==> src/rtl/core/srds_pkg.sv <==
// ----------------------------------------------------------------------------
// srds_pkg
// shared types, codes and defaults for the swap-remove dense set
// ----------------------------------------------------------------------------
package srds_pkg;

	// default sizes
	localparam int DEF_CAPACITY = 256;
	localparam int DEF_ID_SPACE = 256;

	// fixed field widths
	localparam int ID_W        = 8;
	localparam int SLOT_OUT_W  = 8;
	localparam int COUNT_OUT_W = 9;
	localparam int STATUS_W    = 2;

	// operation codes
	localparam logic OP_ADD    = 1'b0;
	localparam logic OP_REMOVE = 1'b1;

	// status codes
	localparam logic [STATUS_W-1:0] ST_OK      = 2'd0;
	localparam logic [STATUS_W-1:0] ST_PRESENT = 2'd1;
	localparam logic [STATUS_W-1:0] ST_FULL    = 2'd2;
	localparam logic [STATUS_W-1:0] ST_FATAL   = 2'd3;

	// per-port memory strobes
	typedef struct packed {
		logic rd;
		logic wr;
	} mem_ctl_t;

endpackage

==> src/rtl/core/srds_slot_mem.sv <==
// ----------------------------------------------------------------------------
// srds_slot_mem
// per-identifier slot record (valid bit + slot), cleared by a sweep after reset
// ----------------------------------------------------------------------------
module srds_slot_mem import srds_pkg::*; #(
	parameter int CAPACITY = DEF_CAPACITY,
	parameter int ID_SPACE = DEF_ID_SPACE
) (
	input  logic                         clk,
	input  logic                         arst_n,
	input  mem_ctl_t                     ctl,
	input  logic [$clog2(ID_SPACE)-1:0]  raddr,
	input  logic [$clog2(ID_SPACE)-1:0]  waddr,
	input  logic                         wvalid,
	input  logic [$clog2(CAPACITY)-1:0]  wslot,
	output logic                         rvalid,
	output logic [$clog2(CAPACITY)-1:0]  rslot,
	output logic                         busy
);

	localparam int IDW = $clog2(ID_SPACE);
	localparam int SW  = $clog2(CAPACITY);

	logic [SW:0]      mem [ID_SPACE];
	logic [SW:0]      rd_q;
	logic [IDW-1:0]   clr_q;
	logic             busy_q;

	logic             we;
	logic [IDW-1:0]   wa;
	logic [SW:0]      wd;

	// clear sweep has the port while busy
	always_comb begin
		if (busy_q) begin
			we = 1'b1;
			wa = clr_q;
			wd = '0;
		end else begin
			we = ctl.wr;
			wa = waddr;
			wd = {wvalid, wslot};
		end
	end

	always_ff @(posedge clk) begin
		if (we) begin
			mem[wa] <= wd;
		end
		if (ctl.rd) begin
			rd_q <= mem[raddr];
		end
	end

	always_ff @(posedge clk or negedge arst_n) begin
		if (!arst_n) begin
			busy_q <= 1'b1;
			clr_q  <= '0;
		end else if (busy_q) begin
			clr_q <= clr_q + IDW'(1);
			if (clr_q == IDW'(ID_SPACE - 1)) begin
				busy_q <= 1'b0;
			end
		end
	end

	assign rvalid = rd_q[SW];
	assign rslot  = rd_q[SW-1:0];
	assign busy   = busy_q;

endmodule

==> src/rtl/core/srds_list_mem.sv <==
// ----------------------------------------------------------------------------
// srds_list_mem
// packed list of identifiers in slot order
// ----------------------------------------------------------------------------
module srds_list_mem import srds_pkg::*; #(
	parameter int CAPACITY = DEF_CAPACITY
) (
	input  logic                         clk,
	input  mem_ctl_t                     ctl,
	input  logic [$clog2(CAPACITY)-1:0]  raddr,
	input  logic [$clog2(CAPACITY)-1:0]  waddr,
	input  logic [ID_W-1:0]              wdata,
	output logic [ID_W-1:0]              rdata
);

	logic [ID_W-1:0] mem [CAPACITY];
	logic [ID_W-1:0] rd_q;

	always_ff @(posedge clk) begin
		if (ctl.wr) begin
			mem[waddr] <= wdata;
		end
		if (ctl.rd) begin
			rd_q <= mem[raddr];
		end
	end

	assign rdata = rd_q;

endmodule

==> src/rtl/core/srds_ctrl.sv <==
// ----------------------------------------------------------------------------
// srds_ctrl
// operation sequencer: lookup, read-modify-write, swap fix-up, result register
// ----------------------------------------------------------------------------
module srds_ctrl import srds_pkg::*; #(
	parameter int CAPACITY = DEF_CAPACITY,
	parameter int ID_SPACE = DEF_ID_SPACE
) (
	input  logic                         clk,
	input  logic                         arst_n,
	// input beat
	input  logic                         in_valid,
	output logic                         in_ready,
	input  logic                         in_op,
	input  logic [ID_W-1:0]              in_id,
	// result beat
	output logic                         out_valid,
	input  logic                         out_ready,
	output logic [STATUS_W-1:0]          out_status,
	output logic [SLOT_OUT_W-1:0]        out_slot,
	output logic [COUNT_OUT_W-1:0]       out_count,
	input  logic                         fatal,
	input  logic                         clr_busy,
	// slot record memory
	output mem_ctl_t                     slot_ctl,
	output logic [$clog2(ID_SPACE)-1:0]  slot_raddr,
	output logic [$clog2(ID_SPACE)-1:0]  slot_waddr,
	output logic                         slot_wvalid,
	output logic [$clog2(CAPACITY)-1:0]  slot_wslot,
	input  logic                         slot_rvalid,
	input  logic [$clog2(CAPACITY)-1:0]  slot_rslot,
	// packed list memory
	output mem_ctl_t                     list_ctl,
	output logic [$clog2(CAPACITY)-1:0]  list_raddr,
	output logic [$clog2(CAPACITY)-1:0]  list_waddr,
	output logic [ID_W-1:0]              list_wdata,
	input  logic [ID_W-1:0]              list_rdata
);

	localparam int IDW = $clog2(ID_SPACE);
	localparam int SW  = $clog2(CAPACITY);
	localparam int CW  = $clog2(CAPACITY + 1);

	typedef enum logic [1:0] {
		S_IDLE,
		S_LOOK,
		S_MOVE
	} state_t;

	state_t                  state_q;
	logic [CW-1:0]           count_q;
	logic                    op_q;
	logic [ID_W-1:0]         id_q;
	logic [SW-1:0]           ref_q;
	logic [ID_W-1:0]         moved_q;
	logic                    out_valid_q;
	logic [STATUS_W-1:0]     out_status_q;
	logic [SLOT_OUT_W-1:0]   out_slot_q;
	logic [COUNT_OUT_W-1:0]  out_count_q;

	logic                    acc;
	logic                    out_free;
	logic                    in_range;
	logic                    full;
	logic [CW-1:0]           last;
	logic                    finish;
	logic                    do_add;
	logic                    do_rem;
	logic                    do_move;
	logic [STATUS_W-1:0]     res_status;
	logic [SW-1:0]           res_slot;
	logic [CW-1:0]           res_count;

	assign in_ready = (state_q == S_IDLE) && !clr_busy;
	assign acc      = in_valid && in_ready;
	assign out_free = !out_valid_q || out_ready;
	assign in_range = 32'(id_q) < 32'(ID_SPACE);
	assign full     = count_q == CW'(CAPACITY);
	assign last     = count_q - CW'(1);
	assign finish   = (state_q == S_LOOK) && out_free;

	// decision on the looked-up record
	always_comb begin
		do_add     = 1'b0;
		do_rem     = 1'b0;
		do_move    = 1'b0;
		res_status = ST_OK;
		res_slot   = '0;
		res_count  = count_q;
		if (fatal) begin
			res_status = ST_FATAL;
		end else if (op_q == OP_ADD) begin
			if (!in_range) begin
				res_status = ST_FULL;
			end else if (slot_rvalid) begin
				res_status = ST_PRESENT;
			end else if (full) begin
				res_status = ST_FULL;
			end else begin
				do_add    = 1'b1;
				res_slot  = SW'(count_q);
				res_count = count_q + CW'(1);
			end
		end else begin
			if (in_range && slot_rvalid && (count_q != '0)) begin
				do_rem    = 1'b1;
				res_slot  = slot_rslot;
				res_count = last;
				do_move   = CW'(slot_rslot) < (last - CW'(1)) + CW'(1)
					&& CW'(slot_rslot) != last;
			end
		end
	end

	// memory requests
	always_comb begin
		slot_ctl.rd = acc;
		slot_raddr  = IDW'(in_id);
		list_ctl.rd = acc;
		list_raddr  = SW'(count_q - CW'(1));
		slot_ctl.wr = 1'b0;
		slot_waddr  = IDW'(id_q);
		slot_wvalid = 1'b0;
		slot_wslot  = slot_rslot;
		list_ctl.wr = 1'b0;
		list_waddr  = SW'(count_q);
		list_wdata  = id_q;
		if (finish && do_add) begin
			slot_ctl.wr = 1'b1;
			slot_wvalid = 1'b1;
			slot_wslot  = SW'(count_q);
			list_ctl.wr = 1'b1;
		end else if (finish && do_rem) begin
			slot_ctl.wr = 1'b1;
			if (do_move) begin
				list_ctl.wr = 1'b1;
				list_waddr  = slot_rslot;
				list_wdata  = list_rdata;
			end
		end else if (state_q == S_MOVE) begin
			slot_ctl.wr = 1'b1;
			slot_waddr  = IDW'(moved_q);
			slot_wvalid = 1'b1;
			slot_wslot  = ref_q;
		end
	end

	always_ff @(posedge clk or negedge arst_n) begin
		if (!arst_n) begin
			state_q      <= S_IDLE;
			count_q      <= '0;
			op_q         <= OP_ADD;
			id_q         <= '0;
			ref_q        <= '0;
			moved_q      <= '0;
			out_valid_q  <= 1'b0;
			out_status_q <= ST_OK;
			out_slot_q   <= '0;
			out_count_q  <= '0;
		end else begin
			if (finish) begin
				out_valid_q <= 1'b1;
			end else if (out_ready) begin
				out_valid_q <= 1'b0;
			end
			case (state_q)
				S_IDLE: begin
					if (acc) begin
						op_q    <= in_op;
						id_q    <= in_id;
						state_q <= S_LOOK;
					end
				end
				S_LOOK: begin
					if (out_free) begin
						count_q      <= res_count;
						ref_q        <= slot_rslot;
						moved_q      <= list_rdata;
						out_status_q <= res_status;
						out_slot_q   <= SLOT_OUT_W'(res_slot);
						out_count_q  <= COUNT_OUT_W'(res_count);
						state_q      <= (do_rem && do_move) ? S_MOVE : S_IDLE;
					end
				end
				S_MOVE: begin
					state_q <= S_IDLE;
				end
				default: begin
					state_q <= S_IDLE;
				end
			endcase
		end
	end

	assign out_valid  = out_valid_q;
	assign out_status = out_status_q;
	assign out_slot   = out_slot_q;
	assign out_count  = out_count_q;

endmodule

==> src/rtl/core/swap_remove_dense_set.sv <==
// ----------------------------------------------------------------------------
// swap_remove_dense_set
// set of item identifiers kept as a packed list with a per-identifier slot
// record; add appends, remove swaps the last entry into the freed slot
// ----------------------------------------------------------------------------
//
//  channel   dir  handshake              payload
//  s_*       in   s_tvalid / s_tready    tuser: operation, tdata: item_id
//  m_*       out  m_tvalid / m_tready    tuser: status, tdata: slot, count
//  cfg_*     in   cfg_valid / cfg_ready  cfg_data: fatal_halt
//
//  add, remove of an absent item, rejected or fatal operation: the slot record
//  is read, then written back where the set changes as the result register is
//  loaded; no new beat is taken until the operation is done. a remove that
//  moves the last entry passes through an extra state, S_MOVE, for the second
//  write to the single write port of the slot record memory.
//  after reset the slot record memory is swept clear, every identifier in turn,
//  with s_tready low; config writes are taken during the sweep.
//  a waiting result does not block the next input beat; only the step that
//  loads the result register stalls until it is free.
//
module swap_remove_dense_set import srds_pkg::*; #(
	parameter int CAPACITY = DEF_CAPACITY,
	parameter int ID_SPACE = DEF_ID_SPACE
) (
	input  logic        clk,
	input  logic        arst_n,
	// input stream
	input  logic        s_tvalid,
	output logic        s_tready,
	input  logic [7:0]  s_tdata,   // [7:0] item_id
	input  logic [0:0]  s_tuser,   // [0] operation
	// result stream
	output logic        m_tvalid,
	input  logic        m_tready,
	output logic [23:0] m_tdata,   // [7:0] slot, [16:8] count, [23:17] zero
	output logic [1:0]  m_tuser,   // [1:0] status
	// config write channel
	input  logic        cfg_valid,
	output logic        cfg_ready,
	input  logic        cfg_data   // fatal_halt
);

	localparam int IDW = $clog2(ID_SPACE);
	localparam int SW  = $clog2(CAPACITY);

	logic                    fatal_q;
	logic                    clr_busy;

	mem_ctl_t                slot_ctl;
	logic [IDW-1:0]          slot_raddr;
	logic [IDW-1:0]          slot_waddr;
	logic                    slot_wvalid;
	logic [SW-1:0]           slot_wslot;
	logic                    slot_rvalid;
	logic [SW-1:0]           slot_rslot;

	mem_ctl_t                list_ctl;
	logic [SW-1:0]           list_raddr;
	logic [SW-1:0]           list_waddr;
	logic [ID_W-1:0]         list_wdata;
	logic [ID_W-1:0]         list_rdata;

	logic [STATUS_W-1:0]     res_status;
	logic [SLOT_OUT_W-1:0]   res_slot;
	logic [COUNT_OUT_W-1:0]  res_count;

	// fatal halt register, always writable
	assign cfg_ready = 1'b1;

	always_ff @(posedge clk or negedge arst_n) begin
		if (!arst_n) begin
			fatal_q <= 1'b0;
		end else if (cfg_valid && cfg_ready) begin
			fatal_q <= cfg_data;
		end
	end

	// sequencer
	srds_ctrl #(
		.CAPACITY (CAPACITY),
		.ID_SPACE (ID_SPACE)
	) u_ctrl (
		.clk         (clk),
		.arst_n      (arst_n),
		.in_valid    (s_tvalid),
		.in_ready    (s_tready),
		.in_op       (s_tuser[0]),
		.in_id       (s_tdata),
		.out_valid   (m_tvalid),
		.out_ready   (m_tready),
		.out_status  (res_status),
		.out_slot    (res_slot),
		.out_count   (res_count),
		.fatal       (fatal_q),
		.clr_busy    (clr_busy),
		.slot_ctl    (slot_ctl),
		.slot_raddr  (slot_raddr),
		.slot_waddr  (slot_waddr),
		.slot_wvalid (slot_wvalid),
		.slot_wslot  (slot_wslot),
		.slot_rvalid (slot_rvalid),
		.slot_rslot  (slot_rslot),
		.list_ctl    (list_ctl),
		.list_raddr  (list_raddr),
		.list_waddr  (list_waddr),
		.list_wdata  (list_wdata),
		.list_rdata  (list_rdata)
	);

	// slot record per identifier
	srds_slot_mem #(
		.CAPACITY (CAPACITY),
		.ID_SPACE (ID_SPACE)
	) u_slot_mem (
		.clk    (clk),
		.arst_n (arst_n),
		.ctl    (slot_ctl),
		.raddr  (slot_raddr),
		.waddr  (slot_waddr),
		.wvalid (slot_wvalid),
		.wslot  (slot_wslot),
		.rvalid (slot_rvalid),
		.rslot  (slot_rslot),
		.busy   (clr_busy)
	);

	// packed identifier list
	srds_list_mem #(
		.CAPACITY (CAPACITY)
	) u_list_mem (
		.clk   (clk),
		.ctl   (list_ctl),
		.raddr (list_raddr),
		.waddr (list_waddr),
		.wdata (list_wdata),
		.rdata (list_rdata)
	);

	// result packing
	assign m_tdata = {7'd0, res_count, res_slot};
	assign m_tuser = res_status;

	// one operation in flight at a time
	a_one_in_flight: assert property (@(posedge clk) disable iff (!arst_n)
		(s_tvalid && s_tready) |=> !s_tready)
		else $error("input accepted while an operation is in flight");

	// no input while the slot records are being cleared
	a_no_accept_in_sweep: assert property (@(posedge clk) disable iff (!arst_n)
		clr_busy |-> !s_tready)
		else $error("input ready during slot record sweep");

	// a rejected or halted operation reports slot zero
	a_reject_slot_zero: assert property (@(posedge clk) disable iff (!arst_n)
		(m_tvalid && (m_tuser == ST_PRESENT || m_tuser == ST_FULL
			|| m_tuser == ST_FATAL)) |-> (m_tdata[7:0] == 8'd0))
		else $error("rejected operation with nonzero slot");

	// reported count never exceeds the capacity
	a_count_bound: assert property (@(posedge clk) disable iff (!arst_n)
		m_tvalid |-> ({23'd0, m_tdata[16:8]} <= 32'(CAPACITY)))
		else $error("count above capacity");

endmodule
==> config.mk <==
export PLATFORM = sky130hd
export DESIGN_NAME = swap_remove_dense_set
export DESIGN_NICKNAME = d
export VERILOG_FILES = /design/src/rtl/core/srds_pkg.sv /design/src/rtl/core/srds_slot_mem.sv /design/src/rtl/core/srds_list_mem.sv /design/src/rtl/core/srds_ctrl.sv /design/src/rtl/core/swap_remove_dense_set.sv
export SDC_FILE = /design/constraint.sdc
export NUM_CORES = 2
export LEC_CHECK = 0
export ABC_CLOCK_PERIOD_IN_PS = 33600
export BUFFER_PORTS_ARGS = -buffer_cell sky130_fd_sc_hd__buf_2
export CAP_MARGIN = 10
export CORE_ASPECT_RATIO = 1.1
export CORE_MARGIN = 2
export CORE_UTILIZATION = 30
export DETAILED_ROUTE_END_ITERATION = 10
export PLACE_DENSITY_LB_ADDON = 0.3
export SLEW_MARGIN = 40
export SYNTH_ARGS = -nofsm -noshare
export SYNTH_HDL_FRONTEND = slang
export SYNTH_MEMORY_MAX_BITS = 65536
export SYNTH_SLANG_ARGS = --single-unit
==> constraint.sdc <==
create_clock -name clk -period 33.6 [get_ports clk]
set_input_delay 3.36 -clock clk [delete_from_list [all_inputs] [get_ports clk]]
set_output_delay 3.36 -clock clk [all_outputs]
set_load 0.03 [all_outputs]
==> run_results.csv <==
group,metric,value,unit
power_and_ir_drop,p_leak,60.0,nW
sta,maxSlewViolCount,0,
sta,fin_ws,24.83,ns
sta,period_share,26.1,%
grt,grt.overflow.total,0,
setup_path,path_max_fanout,70,
final_layout,finalNetCount,7869,
die,die_x,728,um
clocking,cts_tree,"done",
synth,yosys_warnings,0,
setup_path,reg2reg_depth,15,
synth,netlist_instances,7471,
final_layout,layoutNonFillerInstCount,15900,
setup_path,arrival,9.48,ns
synth,synth_cell_type_count,58,
die,num_io_pins,44,
final_layout,final_cell_mix,"edfxtp_1 (4369), mux4_2 (1360), clkbuf_16 (454)",
setup_path,start_kind,"input pin",
detailed_routing,drt_first_pass_iters,6,
final_layout,multi_input_area,0.0400,mm2
setup_path,crit_family,"buffers and inverters",
placed_design,numPortBuffers,35,
synth,ys.flop_type,"edfxtp_1",
power_and_ir_drop,vdd_drop_max,0.0783,mV
hold_path,min_to,"u_slot_mem.clr_q[6]",
setup_path,crit_path_top_delay_cell,"buf_4",
clocking,post_cts.repair.setup_buffers,0,
setup_path,rrSetupSlack,26.62,ns
grt,grt_max_degree,195,
setup_path,r2r-start,"u_ctrl.out_count[1]",
setup_path,crit_chain,"buf_8 > buf_4 > buf_4 > buf_6 > buf_6 > buf_6 > mux4_2 > mux4_2 > mux2i_1 > a22oi_1 > and4_1",
sta,fin_skew,0.148,ns
placed_design,dp_slack,23.50,ns
synth,ys_seq_area_share,76.6,%
final_layout,ff_latch_area,0.133,mm2
sta,slew_headroom,32.6,%
power_and_ir_drop,powerDensity,75.7,mW/mm2
grt,first_global_vias,83600,
detailed_routing,vias_per_cell,5.12,
die,core-area,0.575,mm2
placed_design,dp.cells,15000,
detailed_routing,drt_iter0_markers,9741,
detailed_routing,drc,0,
clocking,insertion_delay,1.09,ns
hold_path,holdPathStages,1,
detailed_routing,totalWireLength,452,mm
final_layout,final_common_cell,"edfxtp_1",
clocking,ctsHoldBuffers,0,
setup_path,required,34.31,ns
grt,grt_pass1_wl,641,mm
synth,netlist_area,0.173,mm2
status,status,"completed",
clocking,cts_sinks,4426,
sta,worst_pin_slew,1.01,ns
setup_path,rr_endpoint,"u_list_mem.mem[68][6]",
clocking,cts_root_buf,"clkbuf_16",
final_layout,fin_util,34.8,%
synth,synth_edf_count,4369,
setup_path,crit_path_frequent_cell,"buf_6",
setup_path,critPathKind,"input pin to flip-flop",
die,start_util,30.1,%
sta,layout_min_cycle_time,8.77,ns
sta,hold_viol_final,0,
die,die_y,801,um
clocking,cts_buffers,447,
synth,synthArstFlopShare,1.29,%
grt,antenna_found_initial,9,
power_and_ir_drop,total_power,15.2,mW
sta,rsz0062_at_grt,"no",
synth,synth.avg_cell_area,23.2,um2
final_layout,syn2layout_area_growth,15.6,%
placed_design,gp_congestion,0.812,
hold_path,min_path_type,"flip-flop to flip-flop",
sta,tns,0,ns
setup_path,startpoint,"s_tdata[1]",
setup_path,cpPeakStageDelay,0.79,ns
grt,grt_use_total,15.1,%
sta,max_freq,0.114,GHz
clocking,path_clk_slew,0.06,ns
setup_path,critPathBufInv,6,
clocking,cts_max_level,5,
setup_path,end_kind,"flip-flop",
flow_run,max-cap-violations,0,
detailed_routing,vias,81300,
clocking,cts_resized,0,
die,fp.dieArea,0.583,mm2
final_layout,drive_gt1_share,34.8,%
final_layout,final.fill_count,52700,
placed_design,dpl.hpwl,274,mm
detailed_routing,wl_per_cell,28.5,um
detailed_routing,final_antenna_net_count,0,
die,row_count,292,
hold_path,hp-start,"u_slot_mem.clr_q[6]",
sta,setup_viol,0,
synth,synth-seq-cells,4426,
clocking,cts_buffer_depth,4,
metrics by stage:
| step | cell area [um2] | hold WS, ns |
|---|---|---|
| detailed placement | 185000 | 0.485 |
| floorplan | 173000 | 0.450 |
| global placement | 184000 | 0.472 |
| finish | 200000 | 0.500 |
| CTS | 199000 | 0.496 |
| global route | 200000 | 0.516 |
synth_stat cells (3+ instances only):
| library cell | n | area, um2 |
|---|---|---|
| inv_1 | 10 | 37.5 |
| nor2_1 | 297 | 1110 |
| mux2_2 | 33 | 372 |
| nand3_1 | 40 | 200 |
| o21a_1 | 3 | 22.5 |
| nand2_1 | 122 | 458 |
| mux2i_1 | 81 | 811 |
| and3_1 | 7 | 43.8 |
| buf_1 | 125 | 469 |
| mux4_2 | 1360 | 30600 |
| nor3_1 | 21 | 105 |
| buf_4 | 11 | 82.6 |
| a22o_1 | 16 | 140 |
| a221oi_1 | 16 | 140 |
| a211oi_1 | 65 | 488 |
| a22oi_2 | 80 | 1000 |
| buf_6 | 9 | 101 |
| or4_1 | 10 | 75.1 |
| clkbuf_1 | 310 | 1160 |
| buf_2 | 35 | 175 |
| a31oi_1 | 15 | 93.8 |
| o211ai_1 | 4 | 30.0 |
| nor4_1 | 5 | 31.3 |
| o21ai_1 | 11 | 55.1 |
| o21ai_0 | 21 | 105 |
| and4_1 | 11 | 96.3 |
| nor2b_1 | 15 | 93.8 |
| nand2b_1 | 13 | 81.3 |
| o2111ai_1 | 3 | 26.3 |
| a21oi_1 | 13 | 65.1 |
| a22oi_1 | 196 | 1470 |
| o221ai_1 | 8 | 70.1 |
| dfrtp_1 | 56 | 1400 |
| xnor2_1 | 17 | 149 |
| edfxtp_1 | 4369 | 131000 |
| and2_1 | 6 | 37.5 |
| nand4_1 | 19 | 119 |
| nor3b_1 | 5 | 37.5 |
| xor2_1 | 6 | 52.6 |
| ha_1 | 7 | 87.6 |
layout make-up:
cell class	count	area share (%)
Clock buffer	559	5.89
Sequential cell	4426	66.3
Inverter	10	0.0188
Timing Repair Buffer	411	1.85
Clock inverter	264	1.21
Antenna cell	8	0.0100
Multi-Input combinational cell	2551	20.0
Tap cell	7644	4.78
flip-flops by register name (all words and copies together), names as in the netlist:
register,count
u_slot_mem.mem,2304
u_list_mem.mem,2048
u_ctrl.out_count,9
u_slot_mem.rd_q,9
u_ctrl.id_q,8
u_ctrl.moved_q,8
u_ctrl.out_slot,8
u_ctrl.ref_q,8
u_list_mem.rdata,8
u_slot_mem.clr_q,8
u_ctrl.out_status,2
u_ctrl.state_q,2
fatal_q,1
u_ctrl.op_q,1
u_ctrl.out_valid,1
u_slot_mem.busy,1
power by group:
| part | total (mW) | switching [mW] | internal, mW | leakage, nW |
|---|---|---|---|---|
| clock network | 4.86 | 2.12 | 2.74 | 6.90 |
| logic | 3.75 | 2.27 | 1.47 | 13.1 |
| registers | 6.55 | 0.0522 | 6.49 | 40.0 |
logic make-up (layout without fill, tap and decap cells):
group	after synthesis	in the layout	share of synthesized area, %
AO/OA/AOI/OAI	458	458	2.18
XOR/XNOR	25	25	0.142
adder cells (fa/ha/maj)	8	8	0.0571
buffers and inverters	500	1244	1.17
flip-flops	4426	4426	76.6
multiplexers	1474	1474	18.4
other	2	16	0.00434
AND/OR/NAND/NOR	578	578	1.49
layer usage:
layer / track usage [%] / share of wire, % / up-vias
li1: - / - / 33000
met1: 21.0 / 42 / 44700
met2: 24.4 / 48 / 3030
met3: 2.94 / 7.2 / 619
met4: 3.61 / 2.4 / 2
met5: 0 / 0.0029 / -
worst max-delay path by stage:
stage,to,slack [ns],depth (start not counted)
2_1_floorplan,u_slot_mem.mem[0][3],19.60,7
3_3_place_gp,u_slot_mem.rd_q[4],22.35,11
3_5_place_dp,u_slot_mem.rd_q[7],23.50,11
4_1_cts,u_slot_mem.rd_q[7],24.57,11
5_1_grt,u_slot_mem.rd_q[4],24.69,11
6_report,u_slot_mem.rd_q[7],24.83,11
Power figures use the tool's default switching activity.
